$ cat src/rtl/pwft_pkg.sv
`timescale 1ns / 1ps
`default_nettype none
// ----------------------------------------------------------------------------
// pwft_pkg
// Types, constants and helpers shared by the pulse width frame transmitter.
// ----------------------------------------------------------------------------
package pwft_pkg;

  localparam int PAYLOAD_DEPTH = 256;
  localparam int PAYLOAD_AW    = $clog2(PAYLOAD_DEPTH);

  localparam int IN_DATA_W  = 24;
  localparam int IN_USER_W  = 2;
  localparam int OUT_DATA_W = 8;
  localparam int CFG_AW     = 5;
  localparam int CFG_DW     = 32;

  localparam logic [7:0] SYNC_WORD_BYTE = 8'h55;
  localparam logic [7:0] TAIL_WORD_BYTE = 8'h77;

  localparam logic [15:0] RST_HIGH_TIME      = 16'd80;
  localparam logic [15:0] RST_ZERO_LOW_TIME  = 16'd100;
  localparam logic [15:0] RST_ONE_EXTRA_TIME = 16'd50;
  localparam logic [15:0] RST_SYNC_GAP       = 16'd10;
  localparam logic [15:0] RST_END_GAP        = 16'd100;
  localparam logic [7:0]  RST_NODE_ID        = 8'h01;
  localparam logic [4:0]  RST_PREAMBLE_BITS  = 5'd14;

  typedef enum logic [2:0] {
    REG_HIGH_TIME      = 3'd0,
    REG_ZERO_LOW_TIME  = 3'd1,
    REG_ONE_EXTRA_TIME = 3'd2,
    REG_SYNC_GAP       = 3'd3,
    REG_END_GAP        = 3'd4,
    REG_NODE_ID        = 3'd5,
    REG_PREAMBLE_BITS  = 3'd6
  } reg_idx_e;

  typedef enum logic [1:0] {
    OP_TICK  = 2'd0,
    OP_WRITE = 2'd1,
    OP_START = 2'd2
  } op_e;

  typedef enum logic [2:0] {
    PH_IDLE  = 3'd0,
    PH_PRE   = 3'd1,
    PH_SYNC  = 3'd2,
    PH_SGAP  = 3'd3,
    PH_BYTES = 3'd4,
    PH_STOP  = 3'd5,
    PH_EGAP  = 3'd6
  } phase_e;

  typedef enum logic [1:0] {
    PT_HIGH = 2'd0,
    PT_LOW  = 2'd1,
    PT_GAP  = 2'd2
  } part_e;

  typedef struct packed {
    logic [15:0] high_time;
    logic [15:0] zero_low_time;
    logic [15:0] one_extra_time;
    logic [15:0] sync_gap;
    logic [15:0] end_gap;
    logic [7:0]  node_id;
    logic [4:0]  preamble_bits;
  } cfg_t;

  typedef struct packed {
    logic [1:0] operation;
    logic [7:0] byte_index;
    logic [7:0] byte_value;
    logic [7:0] frame_length;
  } item_t;

  typedef struct packed {
    logic line_level;
    logic busy_res;
    logic frame_done;
    logic rejected;
  } res_t;

  typedef struct packed {
    logic                  we;
    logic [PAYLOAD_AW-1:0] waddr;
    logic [7:0]            wdata;
    logic [PAYLOAD_AW-1:0] raddr;
  } store_req_t;

  function automatic logic [15:0] at_least_one(input logic [15:0] v);
    at_least_one = (v == 16'd0) ? 16'd1 : v;
  endfunction

endpackage
`default_nettype wire

$ cat src/rtl/pwft_regs.sv
`timescale 1ns / 1ps
`default_nettype none
// ----------------------------------------------------------------------------
// pwft_regs
// Configuration register file with its bus write and read decode.
// ----------------------------------------------------------------------------
module pwft_regs import pwft_pkg::*; (
  input  wire logic              clk,
  input  wire logic              rst_n,
  input  wire logic              psel,
  input  wire logic              penable,
  input  wire logic              pwrite,
  input  wire logic [CFG_AW-1:0] paddr,
  input  wire logic [CFG_DW-1:0] pwdata,
  output logic      [CFG_DW-1:0] prdata,
  output cfg_t                   cfg
);

  cfg_t       cfg_r;
  cfg_t       cfg_nxt;
  logic       wr_en;
  logic [2:0] idx;

  assign wr_en = psel && penable && pwrite;
  assign idx   = paddr[CFG_AW-1:2];
  assign cfg   = cfg_r;

  always_comb begin
    cfg_nxt = cfg_r;
    if (wr_en) begin
      case (idx)
        REG_HIGH_TIME:      cfg_nxt.high_time      = pwdata[15:0];
        REG_ZERO_LOW_TIME:  cfg_nxt.zero_low_time  = pwdata[15:0];
        REG_ONE_EXTRA_TIME: cfg_nxt.one_extra_time = pwdata[15:0];
        REG_SYNC_GAP:       cfg_nxt.sync_gap       = pwdata[15:0];
        REG_END_GAP:        cfg_nxt.end_gap        = pwdata[15:0];
        REG_NODE_ID:        cfg_nxt.node_id        = pwdata[7:0];
        REG_PREAMBLE_BITS:  cfg_nxt.preamble_bits  = pwdata[4:0];
        default:            cfg_nxt = cfg_r;
      endcase
    end
  end

  always_comb begin
    case (idx)
      REG_HIGH_TIME:      prdata = {16'd0, cfg_r.high_time};
      REG_ZERO_LOW_TIME:  prdata = {16'd0, cfg_r.zero_low_time};
      REG_ONE_EXTRA_TIME: prdata = {16'd0, cfg_r.one_extra_time};
      REG_SYNC_GAP:       prdata = {16'd0, cfg_r.sync_gap};
      REG_END_GAP:        prdata = {16'd0, cfg_r.end_gap};
      REG_NODE_ID:        prdata = {24'd0, cfg_r.node_id};
      REG_PREAMBLE_BITS:  prdata = {27'd0, cfg_r.preamble_bits};
      default:            prdata = '0;
    endcase
  end

  always_ff @(posedge clk) begin
    if (!rst_n) begin
      cfg_r.high_time      <= RST_HIGH_TIME;
      cfg_r.zero_low_time  <= RST_ZERO_LOW_TIME;
      cfg_r.one_extra_time <= RST_ONE_EXTRA_TIME;
      cfg_r.sync_gap       <= RST_SYNC_GAP;
      cfg_r.end_gap        <= RST_END_GAP;
      cfg_r.node_id        <= RST_NODE_ID;
      cfg_r.preamble_bits  <= RST_PREAMBLE_BITS;
    end else begin
      cfg_r <= cfg_nxt;
    end
  end

endmodule
`default_nettype wire

$ cat src/rtl/pwft_store.sv
`timescale 1ns / 1ps
`default_nettype none
// ----------------------------------------------------------------------------
// pwft_store
// Payload byte memory with one write port and one registered read port.
// ----------------------------------------------------------------------------
module pwft_store import pwft_pkg::*; (
  input  wire logic       clk,
  input  wire store_req_t req,
  output logic      [7:0] rd_data
);

  logic [7:0] mem [PAYLOAD_DEPTH];
  logic [7:0] rd_data_r;

  assign rd_data = rd_data_r;

  always_ff @(posedge clk) begin
    if (req.we) begin
      mem[req.waddr] <= req.wdata;
    end
    rd_data_r <= mem[req.raddr];
  end

endmodule
`default_nettype wire

$ cat src/rtl/pwft_core.sv
`timescale 1ns / 1ps
`default_nettype none
// ----------------------------------------------------------------------------
// pwft_core
// Frame sequencer: advances the waveform state by one item per fire.
// ----------------------------------------------------------------------------
module pwft_core import pwft_pkg::*; (
  input  wire logic       clk,
  input  wire logic       rst_n,
  input  wire logic       fire,
  input  wire item_t      item,
  input  wire cfg_t       cfg,
  input  wire logic [7:0] rd_data,
  output store_req_t      store_req,
  output res_t            res
);

  phase_e      phase_r, phase_nxt;
  part_e       part_r, part_nxt;
  logic [4:0]  uc_r, uc_nxt;
  logic [8:0]  bc_r, bc_nxt;
  logic [7:0]  shift_r, shift_nxt;
  logic [16:0] tl_r, tl_nxt;
  logic [7:0]  len_r, len_nxt;

  logic        busy;
  logic        cur_bit;
  logic        done;
  logic [16:0] tl_dec;
  logic [16:0] high1;
  logic [16:0] low_time;
  logic [4:0]  uc_inc;
  logic [8:0]  bc_inc;
  logic [7:0]  load_val;

  assign busy    = (phase_r != PH_IDLE);
  assign cur_bit = (phase_r == PH_SYNC) || ((phase_r == PH_BYTES) && shift_r[7]);
  assign tl_dec  = (tl_r != 17'd0) ? tl_r - 17'd1 : 17'd0;
  assign high1   = {1'b0, at_least_one(cfg.high_time)};
  assign low_time = {1'b0, at_least_one(cfg.zero_low_time)} +
                    (cur_bit ? {1'b0, cfg.one_extra_time} : 17'd0);
  assign uc_inc  = uc_r + 5'd1;
  assign bc_inc  = bc_r + 9'd1;

  // The read port is aimed at the payload byte that the next load needs.
  assign store_req.raddr = bc_r[PAYLOAD_AW-1:0] - PAYLOAD_AW'(3);
  assign store_req.we    = fire && !busy && (item.operation == OP_WRITE) &&
                           ({1'b0, item.byte_index} < 9'(PAYLOAD_DEPTH));
  assign store_req.waddr = item.byte_index[PAYLOAD_AW-1:0];
  assign store_req.wdata = item.byte_value;

  always_comb begin
    case (bc_inc)
      9'd1:    load_val = cfg.node_id;
      9'd2:    load_val = len_r;
      9'd3:    load_val = TAIL_WORD_BYTE;
      default: load_val = rd_data;
    endcase
  end

  always_comb begin
    phase_nxt = phase_r;
    part_nxt  = part_r;
    uc_nxt    = uc_r;
    bc_nxt    = bc_r;
    shift_nxt = shift_r;
    tl_nxt    = tl_r;
    len_nxt   = len_r;
    done      = 1'b0;
    res       = '0;
    if (fire) begin
      case (item.operation)
        OP_TICK: begin
          if (busy) begin
            res.line_level = (part_r == PT_HIGH);
            res.busy_res   = 1'b1;
            tl_nxt         = tl_dec;
            if (tl_dec == 17'd0) begin
              case (part_r)
                PT_HIGH: begin
                  part_nxt = PT_LOW;
                  tl_nxt   = low_time;
                end
                PT_LOW: begin
                  case (phase_r)
                    PH_PRE: begin
                      uc_nxt   = uc_inc;
                      part_nxt = PT_HIGH;
                      tl_nxt   = high1;
                      if (uc_inc >= cfg.preamble_bits) begin
                        phase_nxt = PH_SYNC;
                        uc_nxt    = 5'd0;
                      end
                    end
                    PH_SYNC: begin
                      if (cfg.sync_gap != 16'd0) begin
                        phase_nxt = PH_SGAP;
                        part_nxt  = PT_GAP;
                        tl_nxt    = {1'b0, cfg.sync_gap};
                      end else begin
                        phase_nxt = PH_BYTES;
                        bc_nxt    = 9'd0;
                        shift_nxt = SYNC_WORD_BYTE;
                        uc_nxt    = 5'd0;
                        part_nxt  = PT_HIGH;
                        tl_nxt    = high1;
                      end
                    end
                    PH_BYTES: begin
                      shift_nxt = {shift_r[6:0], 1'b0};
                      uc_nxt    = uc_inc;
                      part_nxt  = PT_HIGH;
                      tl_nxt    = high1;
                      if (uc_inc >= 5'd8) begin
                        bc_nxt = bc_inc;
                        uc_nxt = 5'd0;
                        if (bc_inc >= 9'd4 + {1'b0, len_r}) begin
                          phase_nxt = PH_STOP;
                        end else begin
                          shift_nxt = load_val;
                        end
                      end
                    end
                    PH_STOP: begin
                      uc_nxt = uc_inc;
                      if (uc_inc < 5'd2) begin
                        part_nxt = PT_HIGH;
                        tl_nxt   = high1;
                      end else if (cfg.end_gap != 16'd0) begin
                        phase_nxt = PH_EGAP;
                        part_nxt  = PT_GAP;
                        tl_nxt    = {1'b0, cfg.end_gap};
                      end else begin
                        done = 1'b1;
                      end
                    end
                    default: done = 1'b1;
                  endcase
                end
                default: begin
                  if (phase_r == PH_SGAP) begin
                    phase_nxt = PH_BYTES;
                    bc_nxt    = 9'd0;
                    shift_nxt = SYNC_WORD_BYTE;
                    uc_nxt    = 5'd0;
                    part_nxt  = PT_HIGH;
                    tl_nxt    = high1;
                  end else begin
                    done = 1'b1;
                  end
                end
              endcase
            end
            if (done) begin
              res.frame_done = 1'b1;
              phase_nxt      = PH_IDLE;
              part_nxt       = PT_HIGH;
              uc_nxt         = 5'd0;
              bc_nxt         = 9'd0;
              tl_nxt         = 17'd0;
            end
          end
        end
        OP_WRITE, OP_START: begin
          if (busy) begin
            res.rejected = 1'b1;
          end else if (item.operation == OP_START) begin
            len_nxt  = item.frame_length;
            bc_nxt   = 9'd0;
            uc_nxt   = 5'd0;
            part_nxt = PT_HIGH;
            tl_nxt   = high1;
            if (cfg.preamble_bits != 5'd0) begin
              phase_nxt = PH_PRE;
            end else begin
              phase_nxt = PH_SYNC;
            end
          end
          res.busy_res = (phase_nxt != PH_IDLE);
        end
        default: res.busy_res = busy;
      endcase
    end
  end

  always_ff @(posedge clk) begin
    if (!rst_n) begin
      phase_r <= PH_IDLE;
      part_r  <= PT_HIGH;
      uc_r    <= '0;
      bc_r    <= '0;
      shift_r <= '0;
      tl_r    <= '0;
      len_r   <= '0;
    end else begin
      phase_r <= phase_nxt;
      part_r  <= part_nxt;
      uc_r    <= uc_nxt;
      bc_r    <= bc_nxt;
      shift_r <= shift_nxt;
      tl_r    <= tl_nxt;
      len_r   <= len_nxt;
    end
  end

endmodule
`default_nettype wire

$ cat src/rtl/pwft_out_buf.sv
`timescale 1ns / 1ps
`default_nettype none
// ----------------------------------------------------------------------------
// pwft_out_buf
// Two-entry result buffer: an output register backed by a skid register.
// ----------------------------------------------------------------------------
module pwft_out_buf import pwft_pkg::*; (
  input  wire logic clk,
  input  wire logic rst_n,
  input  wire logic push,
  input  wire res_t push_res,
  output logic      space,
  output logic      out_valid,
  input  wire logic out_ready,
  output res_t      out_res
);

  logic out_v_r, out_v_nxt;
  logic sk_v_r, sk_v_nxt;
  res_t out_d_r, out_d_nxt;
  res_t sk_d_r, sk_d_nxt;
  logic pop;

  assign pop       = out_v_r && out_ready;
  assign space     = !sk_v_r;
  assign out_valid = out_v_r;
  assign out_res   = out_d_r;

  always_comb begin
    out_v_nxt = out_v_r;
    sk_v_nxt  = sk_v_r;
    out_d_nxt = out_d_r;
    sk_d_nxt  = sk_d_r;
    if (push) begin
      if (!out_v_r || pop) begin
        out_v_nxt = 1'b1;
        out_d_nxt = push_res;
      end else begin
        sk_v_nxt = 1'b1;
        sk_d_nxt = push_res;
      end
    end else if (pop) begin
      if (sk_v_r) begin
        out_d_nxt = sk_d_r;
        sk_v_nxt  = 1'b0;
      end else begin
        out_v_nxt = 1'b0;
      end
    end
  end

  always_ff @(posedge clk) begin
    if (!rst_n) begin
      out_v_r <= 1'b0;
      sk_v_r  <= 1'b0;
    end else begin
      out_v_r <= out_v_nxt;
      sk_v_r  <= sk_v_nxt;
    end
  end

  always_ff @(posedge clk) begin
    out_d_r <= out_d_nxt;
    sk_d_r  <= sk_d_nxt;
  end

endmodule
`default_nettype wire

$ cat src/rtl/pulse_width_frame_transmitter.sv
`timescale 1ns / 1ps
`default_nettype none
// ----------------------------------------------------------------------------
// pulse_width_frame_transmitter
// Pulse width on-off-keyed radio frame transmitter, one tick per request.
//
// Channel  Direction  Content
// in_      slave      tuser: operation; tdata: byte_index, byte_value, frame_length
// out_     master     tdata: line_level, busy_res, rejected; tlast: frame_done
// cfg_     slave      bus registers at byte address 4*i, seven registers
//
// One request is accepted per cycle while the output buffer has space; the
// sequencer step after the input register sets that rate. Reset is
// synchronous and clears the frame state and the registers; the payload
// memory holds whatever was written before. A stalled result sits in a
// two-entry buffer, and input is refused only once both entries are full.
// ----------------------------------------------------------------------------
module pulse_width_frame_transmitter import pwft_pkg::*; (
  input  wire logic                  clk,
  input  wire logic                  rst_n,
  input  wire logic                  in_tvalid,
  output logic                       in_tready,
  // [7:0] byte_index, [15:8] byte_value, [23:16] frame_length
  input  wire logic [IN_DATA_W-1:0]  in_tdata,
  // [1:0] operation
  input  wire logic [IN_USER_W-1:0]  in_tuser,
  output logic                       out_tvalid,
  input  wire logic                  out_tready,
  // [0] line_level, [1] busy_res, [2] rejected, [7:3] zero
  output logic      [OUT_DATA_W-1:0] out_tdata,
  output logic                       out_tlast,
  input  wire logic                  cfg_psel,
  input  wire logic                  cfg_penable,
  input  wire logic                  cfg_pwrite,
  input  wire logic [CFG_AW-1:0]     cfg_paddr,
  input  wire logic [CFG_DW-1:0]     cfg_pwdata,
  output logic      [CFG_DW-1:0]     cfg_prdata,
  output logic                       cfg_pready
);

  cfg_t       cfg;
  item_t      item_r, item_nxt;
  logic       in_v_r, in_v_nxt;
  logic       space;
  logic       fire;
  logic [7:0] rd_data;
  store_req_t store_req;
  res_t       res;
  res_t       out_res;

  assign cfg_pready = 1'b1;
  assign fire       = in_v_r && space;
  assign in_tready  = !in_v_r || fire;

  always_comb begin
    in_v_nxt = in_v_r;
    item_nxt = item_r;
    if (in_tready) begin
      in_v_nxt              = in_tvalid;
      item_nxt.operation    = in_tuser;
      item_nxt.byte_index   = in_tdata[7:0];
      item_nxt.byte_value   = in_tdata[15:8];
      item_nxt.frame_length = in_tdata[23:16];
    end
  end

  always_ff @(posedge clk) begin
    if (!rst_n) begin
      in_v_r <= 1'b0;
    end else begin
      in_v_r <= in_v_nxt;
    end
  end

  always_ff @(posedge clk) begin
    item_r <= item_nxt;
  end

  pwft_regs u_regs (
    .clk     (clk),
    .rst_n   (rst_n),
    .psel    (cfg_psel),
    .penable (cfg_penable),
    .pwrite  (cfg_pwrite),
    .paddr   (cfg_paddr),
    .pwdata  (cfg_pwdata),
    .prdata  (cfg_prdata),
    .cfg     (cfg)
  );

  pwft_store u_store (
    .clk     (clk),
    .req     (store_req),
    .rd_data (rd_data)
  );

  pwft_core u_core (
    .clk       (clk),
    .rst_n     (rst_n),
    .fire      (fire),
    .item      (item_r),
    .cfg       (cfg),
    .rd_data   (rd_data),
    .store_req (store_req),
    .res       (res)
  );

  pwft_out_buf u_out_buf (
    .clk       (clk),
    .rst_n     (rst_n),
    .push      (fire),
    .push_res  (res),
    .space     (space),
    .out_valid (out_tvalid),
    .out_ready (out_tready),
    .out_res   (out_res)
  );

  assign out_tdata = {5'd0, out_res.rejected, out_res.busy_res, out_res.line_level};
  assign out_tlast = out_res.frame_done;

endmodule
`default_nettype wire

$ cat config.mk
export PLATFORM = sky130hd
export DESIGN_NAME = pulse_width_frame_transmitter
export DESIGN_NICKNAME = d
export VERILOG_FILES = /design/src/rtl/pwft_pkg.sv /design/src/rtl/pwft_regs.sv /design/src/rtl/pwft_store.sv /design/src/rtl/pwft_core.sv /design/src/rtl/pwft_out_buf.sv /design/src/rtl/pulse_width_frame_transmitter.sv
export SDC_FILE = /design/constraint.sdc
export NUM_CORES = 2
export LEC_CHECK = 0
export BUFFER_PORTS_ARGS = -buffer_cell sky130_fd_sc_hd__buf_4
export CAP_MARGIN = 25
export CORE_MARGIN = 5
export CORE_UTILIZATION = 65
export CTS_CLUSTER_DIAMETER = 200
export DETAILED_ROUTE_END_ITERATION = 8
export GPL_ROUTABILITY_DRIVEN = 0
export PLACE_DENSITY_LB_ADDON = 0.12
export SYNTH_ARGS = -nofsm -noshare
export SYNTH_HDL_FRONTEND = slang
export SYNTH_HIERARCHICAL = 1
export SYNTH_SLANG_ARGS = --single-unit
$ cat constraint.sdc
create_clock -name clk -period 8.55 [get_ports clk]
set_clock_uncertainty 0.05 [all_clocks]
set_input_delay 1.71 -clock clk [delete_from_list [all_inputs] [get_ports clk]]
set_output_delay 1.71 -clock clk [all_outputs]
set_load 0.02 [all_outputs]
==> impl_results.md <==
- Detailed-route via count: between 50000 and 60000
- DRC Markers: 0
- Yosys Warn Count: 6
- Crit-path max FO: between 80 and 90
- Initial Utilization: 65.60%
- Setup violations, final: 0
- Site Rows: 137
- Max-slew violations: 0
- Slew @ Worst Pin: 1.249 ns
- DP HPWL: 134.2 mm
- Initial DRT Pass Iterations: 8
- Ports: 114
- First-pass GRT wire length: 327.7 mm
- DR WL/cell: 30.99 um
- Nets: 5299
- Total gr overflow: 0
- Max Fclk: 185.2 MHz
- Initial drt markers: 6785
- Max incr delay on CP: 0.72 ns
- Switching power: 0.004530 W
- CTS tree: built
- Slowest-stage cell, CP: xor2_4
- Hold WC Path Type: register to register
- Tmin final: 5.399 ns
- EDFF count, synth: about 2100
- Sequential fraction of design power: 54.0%
- # Max-Cap Violations: 0
- Leak pwr: 32.91 nW
- Port bufs: 73
- Post-synth cell types: 115
- Sw Share: 20.38%
- Most frequent CP cell: buf_4
- PD cells: about 220 nW/um^2
- Slew headroom: between 10% and 20%
- Die Area: 148800 sq um
- Maximum VDD drop: 0.0002245 V
- Unrepaired setup endpoints after global routing: no
- Synth async-reset ratio: 0%
- Hold Vio Cnt, Final: 0
- Layout cells sized above 1: a little under a fifth
- #FFs+latches synth: 2238
- Routed vias/inst: between 6 and 7
- Reg2Reg Launch Point: u_core/bc_r[0]
- Cell area after synthesis: 91760 sq um
- Number of global-route vias before repair: 49030
- Final wirelength: 224.8 mm
- Die width: 385.7 um
- Setup crit start: u_core/bc_r[0]
- Area grow syn2layout: 9.763%
- Height of the die: 385.7 um
- Post-Synthesis Cells: 5155
- Antenna viol nets, final: 0
- Bufs and invs on worst path: 4
- Worst EP required: between 9 and 10 ns
- Clock group share of total power: between 40 and 50%
- Data arrival, critical path: approximately 6.1 ns
- Clock transition at the registers of the reported paths: 0.06 ns
- Largest net degree at the start of global routing: 232
- Min-Delay Startpoint: u_core/bc_r[8]
- Hold WS: 0.4184 ns
- Sink Count: 2238
- Postcts setup bufs: 0
- Comb power frac: under 10%
- Gates resized, CTS repair: 0
- Setup Crit Path Kind: register to register
- Tcrit/Tclk final: 63.15%
- Primary FF master, synth: edfxtp_1
- CP delay by family, top: buffers and inverters
- CP cell instances: inv_8, nor2_1, nor2_1, xor2_4, buf_4, nor2b_4, buf_4, a22oi_1, a21oi_1, nor4_1, buf_4, nor4_2
- Syn Area/Cell: 17.80 sq um
- CTS Buffer Depth: 3
- Register area share after synthesis: 71.54%
- Core Area: 139900 sq um
- CTS buffer count: ~210
- Status: completed
- Gr usage total: between 30% and 40%
- CP Capture Type: register
- Setup crit start kind: register
- TNS Setup: 0 ns
- Initial antenna violation count: 5
- Int Power: 0.01770 W
- Clock root buffer: clkbuf_16
- Clock latency on the worst-skew pair: 0.86 ns
- H-tree depth: 4
- CTS hold repair buffers: 0
metrics by stage:
step / total power (W) / area (sq um) / util [%] / cells / worst slack [ns]
5_1_grt: 0.02287 / 100700 / 72.01 / 7252 / 2.836
6_report: 0.02223 / 100700 / 72.01 / 7254 / 3.151
3_5_place_dp: 0.01282 / 93390 / 66.77 / 6837 / 3.141
4_1_cts: 0.02231 / 100600 / 71.89 / 7243 / 3.127
3_3_place_gp: 0.01280 / 93360 / 66.75 / 6835 / 3.232
2_1_floorplan: 0.01261 / 91830 / - / 5174 / 4.013
flip-flops by register name (all words and copies together), names as in the netlist:
signal and count:
item_r 26, u_core/shift_r 8, u_core/bc_r 9, u_core/phase_r 3, u_core/len_r 8, u_regs/cfg 93, u_out_buf/out_valid 1, u_out_buf/sk_v_r 1
in_v_r 1, u_out_buf/out_res 4, u_out_buf/sk_d_r 4, u_store/rd_data 8, u_core/uc_r 5, u_core/tl_r 17, u_core/part_r 2, u_store/mem 2048
synth_stat cells (all sizes together), types with 10 or more instances:
cell,instances,area [sq um]
clkbuf,175,656.9
nand4,22,143.9
and3,12,75.07
a31oi,21,146.4
nor2b,54,345.3
a221oi,28,282.8
and2,11,71.31
or4,14,108.9
o22ai,40,250.2
a211oi,28,215.2
xor2,14,122.6
a22oi,145,1089
o221ai,58,514.2
nand2,212,810.8
nor4,54,381.6
mux4,456,10280
nand2b,23,153.9
o21ai,98,494.2
nor3,54,275.3
ha,42,525.5
or2,12,75.07
buf,197,1574
a21oi,146,734.5
or3,17,111.4
inv,46,172.7
nor2,357,1373
xnor2,18,157.7
dfxtp,156,3123
edfxtp,2082,62520
o211ai,21,157.7
mux2i,271,2713
nand3,96,493.0
a221o,10,100.1
o21a,12,90.09
worst paths after layout:
kind,to,slack [ns],depth (start not counted)
setup / recovery,u_store/rd_data[6],3.15,12
hold / removal,u_core/bc_r[8],0.42,2
setup reg to reg,u_store/rd_data[6],3.15,12
hold reg to reg,u_core/bc_r[8],0.42,2
placed cells by master, fill, tap and decap left out, types with 10 or more instances in the layout:
cell type	synthesis	layout
xnor2_1	18	18
o21a_1	12	12
nand4_1	21	21
nor3_1	53	53
ha_1	42	41
xor2_1	14	11
and3_1	12	12
nor2_1	352	349
nor2b_1	53	50
or4_1	13	13
o211ai_1	21	21
clkbuf_16	0	217
or2_2	10	10
nor4_1	47	47
bufinv_16	0	30
dfxtp_1	156	156
a31oi_1	20	20
buf_12	8	11
a22oi_1	145	145
o21ai_0	85	85
nand2b_1	21	21
mux4_2	454	454
nand3_1	95	95
a211oi_1	27	27
nand2_1	210	210
inv_1	46	44
mux2i_1	271	271
edfxtp_1	2082	2082
o22ai_1	40	40
o21ai_1	12	12
clkinv_1	1	64
a221o_1	10	10
conb_1	3	22
clkinv_2	0	39
o221ai_1	57	57
clkbuf_1	175	39
a221oi_1	22	22
a21oi_1	145	145
buf_4	71	148
or3_1	16	16
worst register-to-register path: stages, from the launching register on:
cell and delay, ns:
dfxtp_1 0.43, inv_8 0.63, nor2_1 0.24, nor2_1 0.31
xor2_4 0.72, buf_4 0.42, nor2b_4 0.58, buf_4 0.50
a22oi_1 0.18, a21oi_1 0.52, nor4_1 0.27, buf_4 0.22
nor4_2 0.26
metal layers:
layer / track usage, % / part of all wire, % / up-vias
met3: 6.743 / 11 / 446
li1: - / - / 20930
met4: 10.44 / 3.7 / 0
met2: 47.44 / 48 / 2987
met5: 0 / 0 / -
met1: 43.32 / 38 / 25660
final cells by class:
| type | instances | area (sq um) |
|---|---|---|
| Timing Repair Buffer | 168 | 1491 |
| Fill cell | 8322 | 39150 |
| Clock inverter | 149 | 1577 |
| Multi-Input combinational cell | 2517 | 23880 |
| Inverter | 47 | 185.2 |
| Tap cell | 1876 | 2347 |
| Clock buffer | 257 | 5590 |
| Sequential cell | 2238 | 65640 |
| Antenna cell | 2 | 5.005 |
power groups by stage:
| stage | combinational [W] | sequential, W | clock (W) |
|---|---|---|---|
| after detailed placement | 0.000575 | 0.0122 | 0 |
| after global routing | 0.000637 | 0.0120 | 0.0102 |
| after global placement | 0.000559 | 0.0122 | 0 |
| final | 0.000603 | 0.0120 | 0.00962 |
| after CTS | 0.000577 | 0.0120 | 0.00972 |
| after floorplan | 0.000384 | 0.0122 | 0 |
logic make-up (layout without fill, tap and decap cells):
kind of cell    Yosys count  count (layout)  synth area share (%)
mux                     735             735                 14.27
other cells               3              24               0.01227
buf+inv                 419             621                 2.623
simple gates            968             968                 5.106
flops                  2238            2238                 71.54
fa+ha+maj                45              45                0.6163
xor+xnor                 32              32                0.3054
compound gates          715             715                 5.530
(Power assumes the default switching activity.)
